File: src/psched_pkg.sv
`default_nettype none
package psched_pkg;

	// process table size
	localparam int unsigned MAX_PROCS = 16;
	localparam int unsigned IDX_W     = (MAX_PROCS > 1) ? $clog2(MAX_PROCS) : 1;
	localparam int unsigned CNT_W     = $clog2(MAX_PROCS + 1);

	// field widths
	localparam int unsigned ARR_W   = 16;
	localparam int unsigned BURST_W = 16;
	localparam int unsigned PRIO_W  = 8;
	localparam int unsigned PIDX_W  = 6;
	localparam int unsigned WOUT_W  = 24;
	localparam int unsigned TOTAL_W = 32;
	localparam int unsigned TIME_W  = 21;
	localparam int unsigned WAIT_W  = 21;

	typedef enum logic [2:0] {
		ST_IDLE,
		ST_SCAN,
		ST_DECIDE,
		ST_UPDATE,
		ST_EMIT_LOAD,
		ST_EMIT
	} state_t;

	// controller to datapath
	typedef struct packed {
		logic load;
		logic sim_init;
		logic scan_step;
		logic jump;
		logic span_set;
		logic update_step;
		logic emit_init;
		logic emit_load;
		logic emit_next;
	} cmd_t;

	// datapath to controller
	typedef struct packed {
		logic at_last;
		logic pending;
		logic have_sel;
	} status_t;

endpackage
`default_nettype wire

File: src/psched_in_if.sv
`default_nettype none
interface psched_in_if import psched_pkg::*; ();
	logic                 valid;
	logic                 ready;
	logic [ARR_W-1:0]     arrival_time;
	logic [BURST_W-1:0]   burst_time;
	logic [PRIO_W-1:0]    priority_req;
	logic                 last;

	modport source (
		output valid, arrival_time, burst_time, priority_req, last,
		input  ready
	);
	modport sink (
		input  valid, arrival_time, burst_time, priority_req, last,
		output ready
	);
endinterface
`default_nettype wire

File: src/psched_out_if.sv
`default_nettype none
interface psched_out_if import psched_pkg::*; ();
	logic                 valid;
	logic                 ready;
	logic [PIDX_W-1:0]    process_index;
	logic [WOUT_W-1:0]    waiting_time;
	logic [TOTAL_W-1:0]   total_waiting;
	logic                 last_result;

	modport source (
		output valid, process_index, waiting_time, total_waiting, last_result,
		input  ready
	);
	modport sink (
		input  valid, process_index, waiting_time, total_waiting, last_result,
		output ready
	);
endinterface
`default_nettype wire

File: src/psched_dp.sv
`default_nettype none
module psched_dp import psched_pkg::*; (
	input  wire logic                 clk,
	input  wire logic                 arst_n,
	input  wire cmd_t                 cmd,
	output status_t                   status,
	input  wire logic [ARR_W-1:0]     arrival_time,
	input  wire logic [BURST_W-1:0]   burst_time,
	input  wire logic [PRIO_W-1:0]    priority_req,
	output logic [PIDX_W-1:0]         process_index,
	output logic [WOUT_W-1:0]         waiting_time,
	output logic [TOTAL_W-1:0]        total_waiting,
	output logic                      last_result
);

	logic [ARR_W-1:0]   arr_mem  [MAX_PROCS];
	logic [BURST_W-1:0] rem_mem  [MAX_PROCS];
	logic [PRIO_W-1:0]  prio_mem [MAX_PROCS];
	logic [WAIT_W-1:0]  wait_mem [MAX_PROCS];

	logic [CNT_W-1:0]   cnt_q;
	logic [IDX_W-1:0]   idx_q;
	logic [TIME_W-1:0]  time_q;

	logic               pend_q;
	logic               sel_v_q;
	logic [IDX_W-1:0]   sel_idx_q;
	logic [PRIO_W-1:0]  sel_prio_q;
	logic [BURST_W-1:0] sel_rem_q;
	logic               nxt_v_q;
	logic [ARR_W-1:0]   nxt_arr_q;
	logic [BURST_W-1:0] span_q;

	logic [ARR_W-1:0]   rd_arr;
	logic [BURST_W-1:0] rd_rem;
	logic [PRIO_W-1:0]  rd_prio;
	logic [WAIT_W-1:0]  rd_wait;
	logic               rd_active;
	logic               rd_ready;
	logic               at_last;
	logic               room;
	logic [TIME_W-1:0]  gap;
	logic [BURST_W-1:0] span_d;

	// entry under the scan index
	assign rd_arr    = arr_mem[idx_q];
	assign rd_rem    = rem_mem[idx_q];
	assign rd_prio   = prio_mem[idx_q];
	assign rd_wait   = wait_mem[idx_q];
	assign rd_active = (rd_rem != '0);
	assign rd_ready  = rd_active && (TIME_W'(rd_arr) <= time_q);

	assign at_last = ({1'b0, idx_q} == CNT_W'(cnt_q - CNT_W'(1)));
	assign room    = (cnt_q < CNT_W'(MAX_PROCS));

	// run length: until the selected process ends or the next arrival
	assign gap    = TIME_W'(nxt_arr_q) - time_q;
	assign span_d = (nxt_v_q && (gap < TIME_W'(sel_rem_q))) ? gap[BURST_W-1:0] : sel_rem_q;

	assign status.at_last  = at_last;
	assign status.pending  = pend_q;
	assign status.have_sel = sel_v_q;

	// process table writes
	always_ff @(posedge clk) begin
		if (cmd.load && room) begin
			arr_mem[cnt_q[IDX_W-1:0]]  <= arrival_time;
			rem_mem[cnt_q[IDX_W-1:0]]  <= burst_time;
			prio_mem[cnt_q[IDX_W-1:0]] <= priority_req;
			wait_mem[cnt_q[IDX_W-1:0]] <= '0;
		end else if (cmd.update_step) begin
			if (idx_q == sel_idx_q) begin
				rem_mem[idx_q] <= rd_rem - span_q;
			end else if (rd_ready) begin
				wait_mem[idx_q] <= rd_wait + WAIT_W'(span_q);
			end
		end
	end

	// record count
	always_ff @(posedge clk or negedge arst_n) begin
		if (!arst_n) begin
			cnt_q <= '0;
		end else if (cmd.load && room) begin
			cnt_q <= cnt_q + CNT_W'(1);
		end else if (cmd.emit_next && at_last) begin
			cnt_q <= '0;
		end
	end

	// scan index and simulation time
	always_ff @(posedge clk or negedge arst_n) begin
		if (!arst_n) begin
			idx_q  <= '0;
			time_q <= '0;
		end else if (cmd.sim_init) begin
			idx_q  <= '0;
			time_q <= '0;
		end else if (cmd.jump) begin
			idx_q  <= '0;
			time_q <= TIME_W'(nxt_arr_q);
		end else if (cmd.emit_init) begin
			idx_q <= '0;
		end else if (cmd.scan_step || cmd.emit_next) begin
			idx_q <= at_last ? '0 : idx_q + IDX_W'(1);
		end else if (cmd.update_step) begin
			idx_q <= at_last ? '0 : idx_q + IDX_W'(1);
			if (at_last) begin
				time_q <= time_q + TIME_W'(span_q);
			end
		end
	end

	// selection and next-arrival search
	always_ff @(posedge clk or negedge arst_n) begin
		if (!arst_n) begin
			pend_q  <= 1'b0;
			sel_v_q <= 1'b0;
			nxt_v_q <= 1'b0;
		end else if (cmd.sim_init || cmd.jump || (cmd.update_step && at_last)) begin
			pend_q  <= 1'b0;
			sel_v_q <= 1'b0;
			nxt_v_q <= 1'b0;
		end else if (cmd.scan_step) begin
			if (rd_active) begin
				pend_q <= 1'b1;
			end
			if (rd_ready && (!sel_v_q || rd_prio < sel_prio_q)) begin
				sel_v_q <= 1'b1;
			end
			if (rd_active && !rd_ready && (!nxt_v_q || rd_arr < nxt_arr_q)) begin
				nxt_v_q <= 1'b1;
			end
		end
	end

	always_ff @(posedge clk) begin
		if (cmd.scan_step) begin
			if (rd_ready && (!sel_v_q || rd_prio < sel_prio_q)) begin
				sel_idx_q  <= idx_q;
				sel_prio_q <= rd_prio;
				sel_rem_q  <= rd_rem;
			end
			if (rd_active && !rd_ready && (!nxt_v_q || rd_arr < nxt_arr_q)) begin
				nxt_arr_q <= rd_arr;
			end
		end
		if (cmd.span_set) begin
			span_q <= span_d;
		end
	end

	// result register and running total
	always_ff @(posedge clk) begin
		if (cmd.emit_init) begin
			total_waiting <= '0;
		end else if (cmd.emit_load) begin
			process_index <= PIDX_W'(idx_q);
			waiting_time  <= WOUT_W'(rd_wait);
			total_waiting <= total_waiting + TOTAL_W'(rd_wait);
			last_result   <= at_last;
		end
	end

endmodule
`default_nettype wire

File: src/psched_ctrl.sv
`default_nettype none
module psched_ctrl import psched_pkg::*; (
	input  wire logic     clk,
	input  wire logic     arst_n,
	input  wire logic     in_valid,
	input  wire logic     in_last,
	output logic          in_ready,
	output logic          out_valid,
	input  wire logic     out_ready,
	input  wire status_t  status,
	output cmd_t          cmd
);

	state_t state_q;
	state_t state_d;

	// state register
	always_ff @(posedge clk or negedge arst_n) begin
		if (!arst_n) begin
			state_q <= ST_IDLE;
		end else begin
			state_q <= state_d;
		end
	end

	// next state
	always_comb begin
		state_d = state_q;
		unique case (state_q)
			ST_IDLE: begin
				if (in_valid && in_last) state_d = ST_SCAN;
			end
			ST_SCAN: begin
				if (status.at_last) state_d = ST_DECIDE;
			end
			ST_DECIDE: begin
				if (!status.pending) state_d = ST_EMIT_LOAD;
				else if (!status.have_sel) state_d = ST_SCAN;
				else state_d = ST_UPDATE;
			end
			ST_UPDATE: begin
				if (status.at_last) state_d = ST_SCAN;
			end
			ST_EMIT_LOAD: begin
				state_d = ST_EMIT;
			end
			ST_EMIT: begin
				if (out_ready) state_d = status.at_last ? ST_IDLE : ST_EMIT_LOAD;
			end
			default: state_d = ST_IDLE;
		endcase
	end

	// commands and handshake
	always_comb begin
		cmd       = '0;
		in_ready  = 1'b0;
		out_valid = 1'b0;
		unique case (state_q)
			ST_IDLE: begin
				in_ready     = 1'b1;
				cmd.load     = in_valid;
				cmd.sim_init = in_valid && in_last;
			end
			ST_SCAN: begin
				cmd.scan_step = 1'b1;
			end
			ST_DECIDE: begin
				cmd.emit_init = !status.pending;
				cmd.jump      = status.pending && !status.have_sel;
				cmd.span_set  = status.pending && status.have_sel;
			end
			ST_UPDATE: begin
				cmd.update_step = 1'b1;
			end
			ST_EMIT_LOAD: begin
				cmd.emit_load = 1'b1;
			end
			ST_EMIT: begin
				out_valid     = 1'b1;
				cmd.emit_next = out_ready;
			end
			default: begin
				cmd = '0;
			end
		endcase
	end

endmodule
`default_nettype wire

File: src/preemptive_priority_scheduler_sim.sv
// Preemptive priority scheduler. Process records (arrival, burst, priority) load one beat per
// cycle into a 16-entry table; records past the sixteenth are dropped. The beat marked last
// starts the simulation and input stalls until every result has been delivered. The simulation
// moves from event to event (an arrival or a completion): each event costs one scan of the table
// plus, when a process runs, one update pass over the stored entries, with at most about 2n
// events for n records plus idle jumps. The lowest priority value runs, ties go to the lowest
// index, zero-burst records count as done. Results then leave in load order, one at a time:
// each is loaded into the result register, then offered until the sink takes it, with the
// running total of waiting times and a flag on the final one.
`default_nettype none
module preemptive_priority_scheduler_sim import psched_pkg::*; (
	input  wire logic     clk,
	input  wire logic     arst_n,
	psched_in_if.sink     records,
	psched_out_if.source  results
);

	cmd_t    cmd;
	status_t status;

	// sequencing
	psched_ctrl u_ctrl (
		.clk       (clk),
		.arst_n    (arst_n),
		.in_valid  (records.valid),
		.in_last   (records.last),
		.in_ready  (records.ready),
		.out_valid (results.valid),
		.out_ready (results.ready),
		.status    (status),
		.cmd       (cmd)
	);

	// process table, search and result registers
	psched_dp u_dp (
		.clk           (clk),
		.arst_n        (arst_n),
		.cmd           (cmd),
		.status        (status),
		.arrival_time  (records.arrival_time),
		.burst_time    (records.burst_time),
		.priority_req  (records.priority_req),
		.process_index (results.process_index),
		.waiting_time  (results.waiting_time),
		.total_waiting (results.total_waiting),
		.last_result   (results.last_result)
	);

endmodule
`default_nettype wire
File: src/flat_wrapper.sv
// flat-port wrapper written by rule: the top's interface ports become plain ports
module preemptive_priority_scheduler_sim_flat import psched_pkg::*;
  (clk, arst_n, records_valid, records_arrival_time, records_burst_time, records_priority_req, records_last, records_ready, results_valid, results_process_index, results_waiting_time, results_total_waiting, results_last_result, results_ready);
  psched_in_if records_i ();
  psched_out_if results_i ();
  input  wire logic clk;
  input  wire logic arst_n;
  input wire logic [$bits(records_i.valid)-1:0] records_valid;
  input wire logic [$bits(records_i.arrival_time)-1:0] records_arrival_time;
  input wire logic [$bits(records_i.burst_time)-1:0] records_burst_time;
  input wire logic [$bits(records_i.priority_req)-1:0] records_priority_req;
  input wire logic [$bits(records_i.last)-1:0] records_last;
  output wire logic [$bits(records_i.ready)-1:0] records_ready;
  output wire logic [$bits(results_i.valid)-1:0] results_valid;
  output wire logic [$bits(results_i.process_index)-1:0] results_process_index;
  output wire logic [$bits(results_i.waiting_time)-1:0] results_waiting_time;
  output wire logic [$bits(results_i.total_waiting)-1:0] results_total_waiting;
  output wire logic [$bits(results_i.last_result)-1:0] results_last_result;
  input wire logic [$bits(results_i.ready)-1:0] results_ready;
  assign records_i.valid = records_valid;
  assign records_i.arrival_time = records_arrival_time;
  assign records_i.burst_time = records_burst_time;
  assign records_i.priority_req = records_priority_req;
  assign records_i.last = records_last;
  assign records_ready = records_i.ready;
  assign results_valid = results_i.valid;
  assign results_process_index = results_i.process_index;
  assign results_waiting_time = results_i.waiting_time;
  assign results_total_waiting = results_i.total_waiting;
  assign results_last_result = results_i.last_result;
  assign results_i.ready = results_ready;
  preemptive_priority_scheduler_sim u_core (.clk(clk), .arst_n(arst_n), .records(records_i), .results(results_i));
endmodule
File: config.mk
export PLATFORM = sky130hd
export DESIGN_NAME = preemptive_priority_scheduler_sim_flat
export DESIGN_NICKNAME = d
export VERILOG_FILES = /design/src/psched_pkg.sv /design/src/psched_in_if.sv /design/src/psched_out_if.sv /design/src/psched_dp.sv /design/src/psched_ctrl.sv /design/src/preemptive_priority_scheduler_sim.sv /design/src/flat_wrapper.sv
export SDC_FILE = /design/constraint.sdc
export NUM_CORES = 1
export LEC_CHECK = 0
export BUFFER_PORTS_ARGS = -buffer_cell sky130_fd_sc_hd__buf_4
export CAP_MARGIN = 10
export CORE_ASPECT_RATIO = 2
export CORE_MARGIN = 5
export CORE_UTILIZATION = 57
export DETAILED_ROUTE_END_ITERATION = 8
export GPL_ROUTABILITY_DRIVEN = 0
export PLACE_DENSITY = 0.74
export RECOVER_POWER = 50
export SLEW_MARGIN = 20
export SYNTH_ARGS = -nofsm -noshare
export SYNTH_HDL_FRONTEND = slang
export SYNTH_SLANG_ARGS = --single-unit
File: constraint.sdc
create_clock -name clk -period 9.1 [get_ports clk]
set_clock_uncertainty 0.1 [all_clocks]
set_input_delay 0 -clock clk [delete_from_list [all_inputs] [get_ports clk]]
set_output_delay 0 -clock clk [all_outputs]
set_load 0.005 [all_outputs]
# == Word-level counts from Yosys, hierarchy flattened ==
# Memory sizes are Yosys's and may differ from the RTL's.
# Cells that the tools add are included.
# op_classes
n_eq_ne,13
reduce_logical,40
order_cmp,5
n_bitwise,1
addsub,8
n_mux,58
# ops
operator,n
21-bit two-way mux,7
21-bit by 16-bit adder with 21-bit output,2
32-bit by 21-bit adder with 32-bit output,1
16-bit two-way mux,2
4-bit two-way mux,8
1-bit two-way mux,29
16-bit by 21-bit <= comparator with 1-bit output,1
21-bit by 16-bit less-than comparator with 1-bit output,1
21-bit OR reduction,1
16-bit by 21-bit subtractor with 21-bit output,1
3-bit two-way mux,6
3-bit case mux with 6 select lines,1
16-bit less-than comparator,1
16-bit nonzero test,1
16-bit OR reduction,1
16-bit subtractor,1
2-bit AND reduction,6
1-bit logical AND,11
5-bit two-way mux,2
2-bit nonzero test,5
8-bit less-than comparator,1
2-bit != test (second input constant),4
4-bit AND reduction,2
3-bit by 2-bit equality test with 1-bit output (second input constant),2
other kinds (16),28
# word_totals
wordCells,145
ramBits,976
memories,4
in_bits,45
ff_bits,154
output_inout_bits,65
# memory_table
name,words,word_bits,read_ports,rd_ports_with_merged_regs,write_ports,line,rtl
u_core.u_dp.wait_mem,16,21,1,0,1,psched_dp.sv:19,logic [WAIT_W-1:0] wait_mem [MAX_PROCS];
u_core.u_dp.arr_mem,16,16,1,0,1,psched_dp.sv:16,logic [ARR_W-1:0] arr_mem [MAX_PROCS];
u_core.u_dp.rem_mem,16,16,1,0,1,psched_dp.sv:17,logic [BURST_W-1:0] rem_mem [MAX_PROCS];
u_core.u_dp.prio_mem,16,8,1,0,1,psched_dp.sv:18,logic [PRIO_W-1:0] prio_mem [MAX_PROCS];

# == Logic depth before layout (Yosys ltp) ==
# Gate-level depths: netlist of run 1.
# An unclocked memory read counts as a cell.
# depth
ltp_word,10
mapped_depth,20
depth_no_buf,18

# == Modules after synthesis ==
# Synthesis of run 1 repeated with hierarchy kept, for this count alone.
# unflattened
hier_cells,3050
hier_area_um2,49286.0
# by_module_without_submodules
module,area_per_inst_um2,cells_each,n_inst,seq_area_each_um2
psched_dp,49053.3,3019,1,33357.0
psched_ctrl,232.7,31,1,75.1

# == Worst setup path before layout of run 1 ==
# Ideal clock, no wire load.
# synth_timing
path_kind,register to register
startpoint,register u_core.u_dp.idx_q[0]
endpoint,memory u_core.u_dp.wait_mem[0][0] (enable)
t_arrival_ns,6.131
period_less_slack_ns,6.665
setup_slack_ns,2.435
required_time_ns,8.567
setup_time_ns,0.433
path_buffers,6
stages_incl_launch_ff,18
path_cell_list,dfrtp_1 buf_6 buf_6 buf_6 buf_4 buf_2 buf_1 mux4_2 mux4_2 ha_1 a21o_1 a21oi_1 and4b_1 o211ai_1 nand4_1 nand4_2 or3_1 o32ai_1
# synth_between
elab_chain_len,10
elab_cells_between_ends,14
cone_classes,order compare (1); eq/ne (1); mux (7); reduce/logical (3); memory (2)
# synth_rtl
item,line,rtl
"start, declared",psched_dp.sv:22,logic [IDX_W-1:0] idx_q;
"start signal, assigned",psched_dp.sv:105,idx_q <= at_last ? '0 : idx_q + IDX_W'(1);
"start signal, assigned",psched_dp.sv:107,idx_q <= at_last ? '0 : idx_q + IDX_W'(1);
memory read 16 x 16 bit (*),-,
net u_core.u_dp.rd_arr[14],psched_dp.sv:34,logic [ARR_W-1:0] rd_arr;
16-bit by 21-bit <= comparator with 1-bit output (*),psched_dp.sv:51,assign rd_ready = rd_active && (TIME_W'(rd_arr) <= time_q);
1-bit logical AND (*),psched_dp.sv:51,
1-bit two-way mux (*),psched_dp.sv:74,end else if (rd_ready) begin
1-bit two-way mux (*),psched_dp.sv:72,if (idx_q == sel_idx_q) begin
1-bit two-way mux (*),psched_dp.sv:71,end else if (cmd.update_step) begin
1-bit two-way mux (*),psched_dp.sv:66,if (cmd.load && room) begin
1-bit two-way mux (not written as such) (*),psched_dp.sv:75,wait_mem[idx_q] <= rd_wait + WAIT_W'(span_q);
21-bit OR reduction (no line),-,
4-bit two-way mux (no line) / 1-bit two-way mux (equally long branches),-,
"end, declared",psched_dp.sv:19,
# Mark *: on every way through the listed nets, which the timed path passes. The rest lies on a longest branch.

# == Final worst setup path of run 1 ==
# layout_timing
startpoint,register u_core.u_dp.idx_q[1]
endpoint,memory u_core.u_dp.wait_mem[13][18] (data pin)
# layout_between
elab_cells_between_ends,15
cone_classes,add/sub (1); order compare (1); eq/ne (1); mux (6); reduce/logical (3); memory (3)
# layout_rtl
item,line,rtl
memory read 16 x 21 bit,-,
net u_core.u_dp.rd_wait[3],psched_dp.sv:37,logic [WAIT_W-1:0] rd_wait;
21-bit by 16-bit adder with 21-bit output,psched_dp.sv:75,
21-bit two-way mux (no line),-,
# The timed path passes the listed nets, and every way through them passes these cells.

==> metrics, run 1 <==
CTS Buf Count=94; CTS Sinks=1130; multi-input logic area=14400 um^2; Hold Path Class=primary input to register; Final Hold Fails=0; routed vias=26900; # rows=151; post-route DRC violation count=0; Ports=110; Total GRT Usage=0.273; Die H=approximately 420 um; post-CTS setup buffers=0; share of layout cells above drive strength 1=0.204; RSZ-0062 raised after global routing=no; Mapped Area=between 40000 and 50000 um^2; largest net degree at the start of global routing=between 100 and 150; Sw Pwr=7.46 mW; Final nets=3121; Layout Utilization=0.642; routed len/inst=between 30 and 40 um; FFs w/ async S/R, synth=0.0319; Final WS setup=about 1700 ps; crit path launch type=register; Port Buffers=104; initial antenna violation count=5; drt first pass iters=5; sequential-to-total area share from yosys stat=0.688; clock-pin slew on the worst setup and hold paths=about 70 ps; Slew Viols, Final=664; H-tree depth=3; Core Footprint=84600 um^2; Worst Tran Pin Value=3130 ps; global-route wire length before repair=around 180000 um; Initial DRC Count=2372; Pwr per Cell Area=~370 nW/um^2; Register Area=33400 um^2; Die Footprint=91500 um^2; Clk network pwr share=0.209; cells after synthesis=2709; Tmin final=~7400 ps; critical path endpoint category=register; Resized Gates After CTS=0; post-DP HPWL=80500 um; Hold Path Depth=3; Finished Cell Area=54400 um^2; Die X=216 um; Antenna Nets Post-Route=0; WP data required=9330 ps; number of flops mapped to enable cells by yosys=1062; Place WS=2550 ps; outcome=finished, violations left; Reg-to-Reg End=u_core.u_dp.wait_mem[13][18]; largest buffer count on any clock path=3; TritonCTS clock tree=yes; placed cells=3855; Reg2Reg Setup Slack=1730 ps; Routed WL=124000 um; worst r2r src=u_core.u_dp.idx_q[1]; number of global-route vias before repair=roughly 28000; most common cell after layout, fill and taps aside=edfxtp_1; Mean Syn Cell Area=between 15 and 20 um^2; DP Area=approximately 51000 um^2; slew margin rel.=-1.09; kind of critical path=register to register; most frequent cells in the layout=1062 x edfxtp_1, 305 x mux4_2, 143 x ha_1, 124 x nand2_1, 111 x nor2_1; register bit total from synthesis=1130; Worst Path Arrival=~7600 ps; Fill cells=5726; Sw Ratio=0.375; Peak supply drop=about 0.20 mV; Final Total Pwr=around 20 mW; fmax=about 140 MHz; Main synth FF type=edfxtp_1; violated checks=capacitance limit, slew limit; crit path max fanout=57; worst hold slack=71.1 ps; Worst Reg-to-Reg Cells=12; Starting Density=0.574; DR vias/cell=6.60; hold endpoint=u_core.u_dp.rem_mem[1][15]; Ys Warns=0; count of cell types in the netlist=84; Final Setup Violations=0; Max-Cap Viols=26; final non-filler cell total=4081; combinational fraction of design power=0.423; Sequential Power Share=0.367; Synth-to-Final Area Change=11.9%; LEAKAGE=18.3 nW; HP Start=records_burst_time[15]; Root Buffer=clkbuf_16; TNS Setup=0 ps; Final period util=0.810; grt ovf=0; clock insertion delay at the later pin of the skew report=about 690 ps; internal power=between 10 and 15 mW
## kinds of logic (layout without fill, tap and decap cells)
| group | Yosys count | count (layout) | share of synthesized area |
|---|---|---|---|
| other | 1 | 7 | 0.0000772 |
| xor gates and xnor gates | 79 | 79 | 0.0142 |
| muxes | 329 | 329 | 0.147 |
| DFF | 1130 | 1130 | 0.688 |
| and+or+nand+nor | 431 | 431 | 0.0432 |
| buffers and inverters | 216 | 511 | 0.0188 |
| AOI/OAI and AO/OA | 375 | 375 | 0.0497 |
| adders and majority gates | 148 | 148 | 0.0389 |
## state kept, by name (all words and copies together), names as in the netlist, 8 cells and up
register,cells
u_core.u_dp.arr_mem,256
u_core.u_dp.span_q,16
u_core.u_dp.sel_prio_q,8
u_core.u_dp.total_waiting,32
u_core.u_dp.waiting_time,21
u_core.u_dp.time_q,21
u_core.u_dp.nxt_arr_q,16
u_core.u_dp.prio_mem,128
u_core.u_dp.sel_rem_q,16
u_core.u_dp.wait_mem,336
u_core.u_dp.rem_mem,256
## synthesized netlist by cell type, drive strengths merged, types with 5 or more instances
cell type	number	area (um^2)
a211oi	16	120
a21o	40	300
a21oi	106	534
a311oi	5	43.8
a31o	6	52.6
a31oi	18	119
and2	12	75.1
and3	20	125
buf	51	294
clkbuf	60	225
dfrtp	36	901
dfxtp	32	641
edfxtp	1062	31900
fa	5	100
ha	143	1790
inv	105	394
mux2	19	214
mux2i	5	50.1
mux4	305	6870
nand2	124	465
nand2b	27	169
nand3	31	155
nand4	17	119
nor2	114	428
nor2b	14	87.6
nor3	22	110
nor4	7	58.8
o211ai	11	82.6
o21a	15	113
o21ai	77	385
o21bai	5	37.5
o221ai	5	43.8
o22a	5	43.8
o22ai	16	100
o31ai	9	67.6
or2	11	68.8
or3	17	106
xnor2	48	420
xor2	31	272
## worst max-delay path, stage by stage (launching register included)
cell      delay (ps)
dfrtp_1         2160
buf_4            790
mux4_2           430
mux4_2           650
ha_1             380
a21oi_1          170
nand2b_1         170
a31oi_1          180
a211oi_1         400
nor2_1           140
a221o_1          400
xnor2_1          160
nor2_1           800
## metal layers
metal,up-vias,share of wire,GRT usage
met5,-,0.00014,0
met4,2,0.082,0.187
met3,378,0.062,0.0403
met2,1320,0.54,0.493
met1,13900,0.32,0.295
li1,11400,-,-
## what timing repair did
item,CTS,global route
endpoints found under the hold margin,670,0
endpoints found under the setup margin,0,0
hold buffers,47,0
## power by group through the flow
stage / logic (mW) / registers, mW / clock network (mW)
6_report: 8.43 / 7.31 / 4.17
5_1_grt: 9.01 / 7.35 / 4.46
4_1_cts: 8.38 / 7.35 / 4.23
3_5_place_dp: 8.30 / 7.46 / 0
3_3_place_gp: 8.00 / 7.43 / 0
2_1_floorplan: 5.78 / 7.08 / 0
## layout make-up
type                       count  area share
antenna                        2   0.0000921
clock buffer                 107      0.0442
clock inverter                69      0.0142
inverter                     105     0.00725
multi-input combinational   1367       0.265
sequential                  1130       0.615
tap                         1071      0.0246
timing repair buffer         230      0.0297
## worst max path at each step
stage                               from                      endpoint  slack [ps]
finish              u_core.u_dp.idx_q[1]  u_core.u_dp.wait_mem[13][18]        1730
CTS                 u_core.u_dp.idx_q[0]   u_core.u_dp.rem_mem[15][14]        2430
global placement    u_core.u_dp.idx_q[0]  u_core.u_dp.wait_mem[10][20]        2260
global route        u_core.u_dp.idx_q[1]  u_core.u_dp.wait_mem[15][18]        1410
floorplan           u_core.u_dp.idx_q[0]    u_core.u_dp.wait_mem[0][0]        2440
detailed placement  u_core.u_dp.idx_q[0]   u_core.u_dp.rem_mem[14][14]        2550
(Power assumes the default switching activity.)
==> run 2, diff against run 1 <==
--- a/config.mk
+++ b/config.mk
@@ -12,7 +12,7 @@
 export CORE_UTILIZATION = 57
 export DETAILED_ROUTE_END_ITERATION = 8
 export GPL_ROUTABILITY_DRIVEN = 0
-export PLACE_DENSITY = 0.74
+export PLACE_DENSITY = 0.76
 export RECOVER_POWER = 50
 export SLEW_MARGIN = 20
 export SYNTH_ARGS = -nofsm -noshare
==> constraint.sdc (replaced) <==
create_clock -name clk -period 6.5 [get_ports clk]
set_clock_uncertainty 0.1 [all_clocks]
set_input_delay 0 -clock clk [delete_from_list [all_inputs] [get_ports clk]]
set_output_delay 0 -clock clk [all_outputs]
set_load 0.005 [all_outputs]
==> metrics, run 2 (synthesis results as in run 1) <==
outcome=finished, violations left; violated checks=capacitance limit, slew limit; Max-Cap Viols=19; kind of critical path=register to register; drt first pass iters=5; CTS Buf Count=94; RSZ-0062 raised after global routing=no; most common cell after layout, fill and taps aside=edfxtp_1; largest net degree at the start of global routing=64; critical path endpoint category=register; final non-filler cell total=4112; Ports=110; routed vias=approximately 27000; Tmin final=6060 ps; fmax=165 MHz; post-route DRC violation count=0; post-DP HPWL=78000 um; CTS Sinks=between 1000 and 1500; Sw Ratio=0.359; slew margin rel.=-1.02; initial antenna violation count=1; Synth-to-Final Area Change=12.5%; largest buffer count on any clock path=3; Final Hold Fails=0; Routed WL=approximately 120000 um; grt ovf=0; routed len/inst=29.4 um; Starting Density=0.574; DR vias/cell=6.51; Worst Path Arrival=6600 ps; Resized Gates After CTS=0; Sw Pwr=9.78 mW; Sequential Power Share=0.381; Core Footprint=84600 um^2; crit path launch type=register; internal power=~17 mW; combinational fraction of design power=0.407; Final WS setup=between 400 and 500 ps; LEAKAGE=roughly 19 nW; # rows=151; Root Buffer=clkbuf_16; Peak supply drop=0.332 mV; Clk network pwr share=0.212; most frequent cells in the layout=1062 x edfxtp_1, 305 x mux4_2, 143 x ha_1, 124 x nand2_1, 113 x nor2_1; number of global-route vias before repair=27900; Initial DRC Count=2850; max FFs per register=336; WP data required=7030 ps; Port Buffers=approximately 100; clock-pin slew on the worst setup and hold paths=approximately 70 ps; Layout Utilization=0.646; TNS Setup=0 ps; Largest Register=u_core.u_dp.wait_mem; Pwr per Cell Area=between 400 and 500 nW/um^2; Worst Tran Pin Value=3030 ps; Final nets=3157; Die H=423 um; Fill cells=5680; placed cells=3879; share of layout cells above drive strength 1=0.210; H-tree depth=3; Slew Viols, Final=523; Antenna Nets Post-Route=0; global-route wire length before repair=178000 um; Final period util=0.933; clock insertion delay at the later pin of the skew report=710 ps; TritonCTS clock tree=yes; Die Footprint=approximately 92000 um^2; Final Total Pwr=27.2 mW; Total GRT Usage=0.265; Hold Path Class=primary input to register; Die X=216 um; Final Setup Violations=0; Place WS=491 ps; crit path max fanout=49
-- run 2: stage by stage --
| stage | hold WS [ps] | instance area (um^2) |
|---|---|---|
| global route | 149 | 54600 |
| CTS | 0.696 | 54900 |
| floorplan | -396 | 48600 |
| detailed placement | -86.7 | 51200 |
| global placement | -97.9 | 51200 |
| finish | 117 | 54600 |
-- run 2: per-layer routing --
layer | global-route usage | share of wire
met1 | 0.299 | 0.34
met2 | 0.475 | 0.53
met3 | 0.0351 | 0.057
met4 | 0.167 | 0.072
met5 | 0 | 0
-- run 2: final cells by class --
type	count	area (um^2)	area share
sequential	1130	33400	0.612
multi-input combinational	1367	14400	0.263
clock buffer	107	2400	0.0439
timing repair buffer	266	1940	0.0355
tap	1071	1340	0.0245
clock inverter	65	721	0.0132
inverter	105	394	0.00721
antenna	1	2.50	0.0000458
-- run 2: critical path, cell delays in order (launching register included) --
cell and delay [ps]:
dfrtp_1 490, nor2_1 170, nand2_1 90, clkbuf_1 570, clkinv_1 150, clkbuf_1 2150
nand3_1 400, nor2_1 580, and4_1 390, and3_1 240, nand3_1 110, or3_1 320
a21oi_1 140
-- run 2: path summary, 6_finish.rpt --
check	slack [ps]	depth (start not counted)	to	startpoint
max in group asynchronous	3570	4	u_core.u_dp.idx_q[1]	arst_n
setup / recovery	440	12	u_core.u_dp.total_waiting[31]	u_core.u_ctrl.state_q[1]
hold reg to reg	380	2	u_core.u_dp.total_waiting[18]	u_core.u_dp.total_waiting[18]
hold / removal	120	4	u_core.u_dp.rem_mem[14][14]	records_burst_time[14]
setup reg to reg	440	12	u_core.u_dp.total_waiting[31]	u_core.u_ctrl.state_q[1]
min in group asynchronous	1180	4	u_core.u_dp.sel_v_q	arst_n
-- run 2: what timing repair did --
| item | 4_1_cts | 5_1_grt |
|---|---|---|
| hold buffers | 56 | 2 |
| setup buffers | 0 | 0 |
| hold endpoints to repair | 667 | 32 |
-- run 2: power by group through the flow --
stage	registers [mW]	logic, mW	clock network (mW)
after floorplan	9.90	8.10	0
after global placement	10.5	10.7	0
after CTS	10.4	11.2	5.87
after global routing	10.4	12.0	6.16
final	10.4	11.1	5.79
after detailed placement	10.5	11.1	0
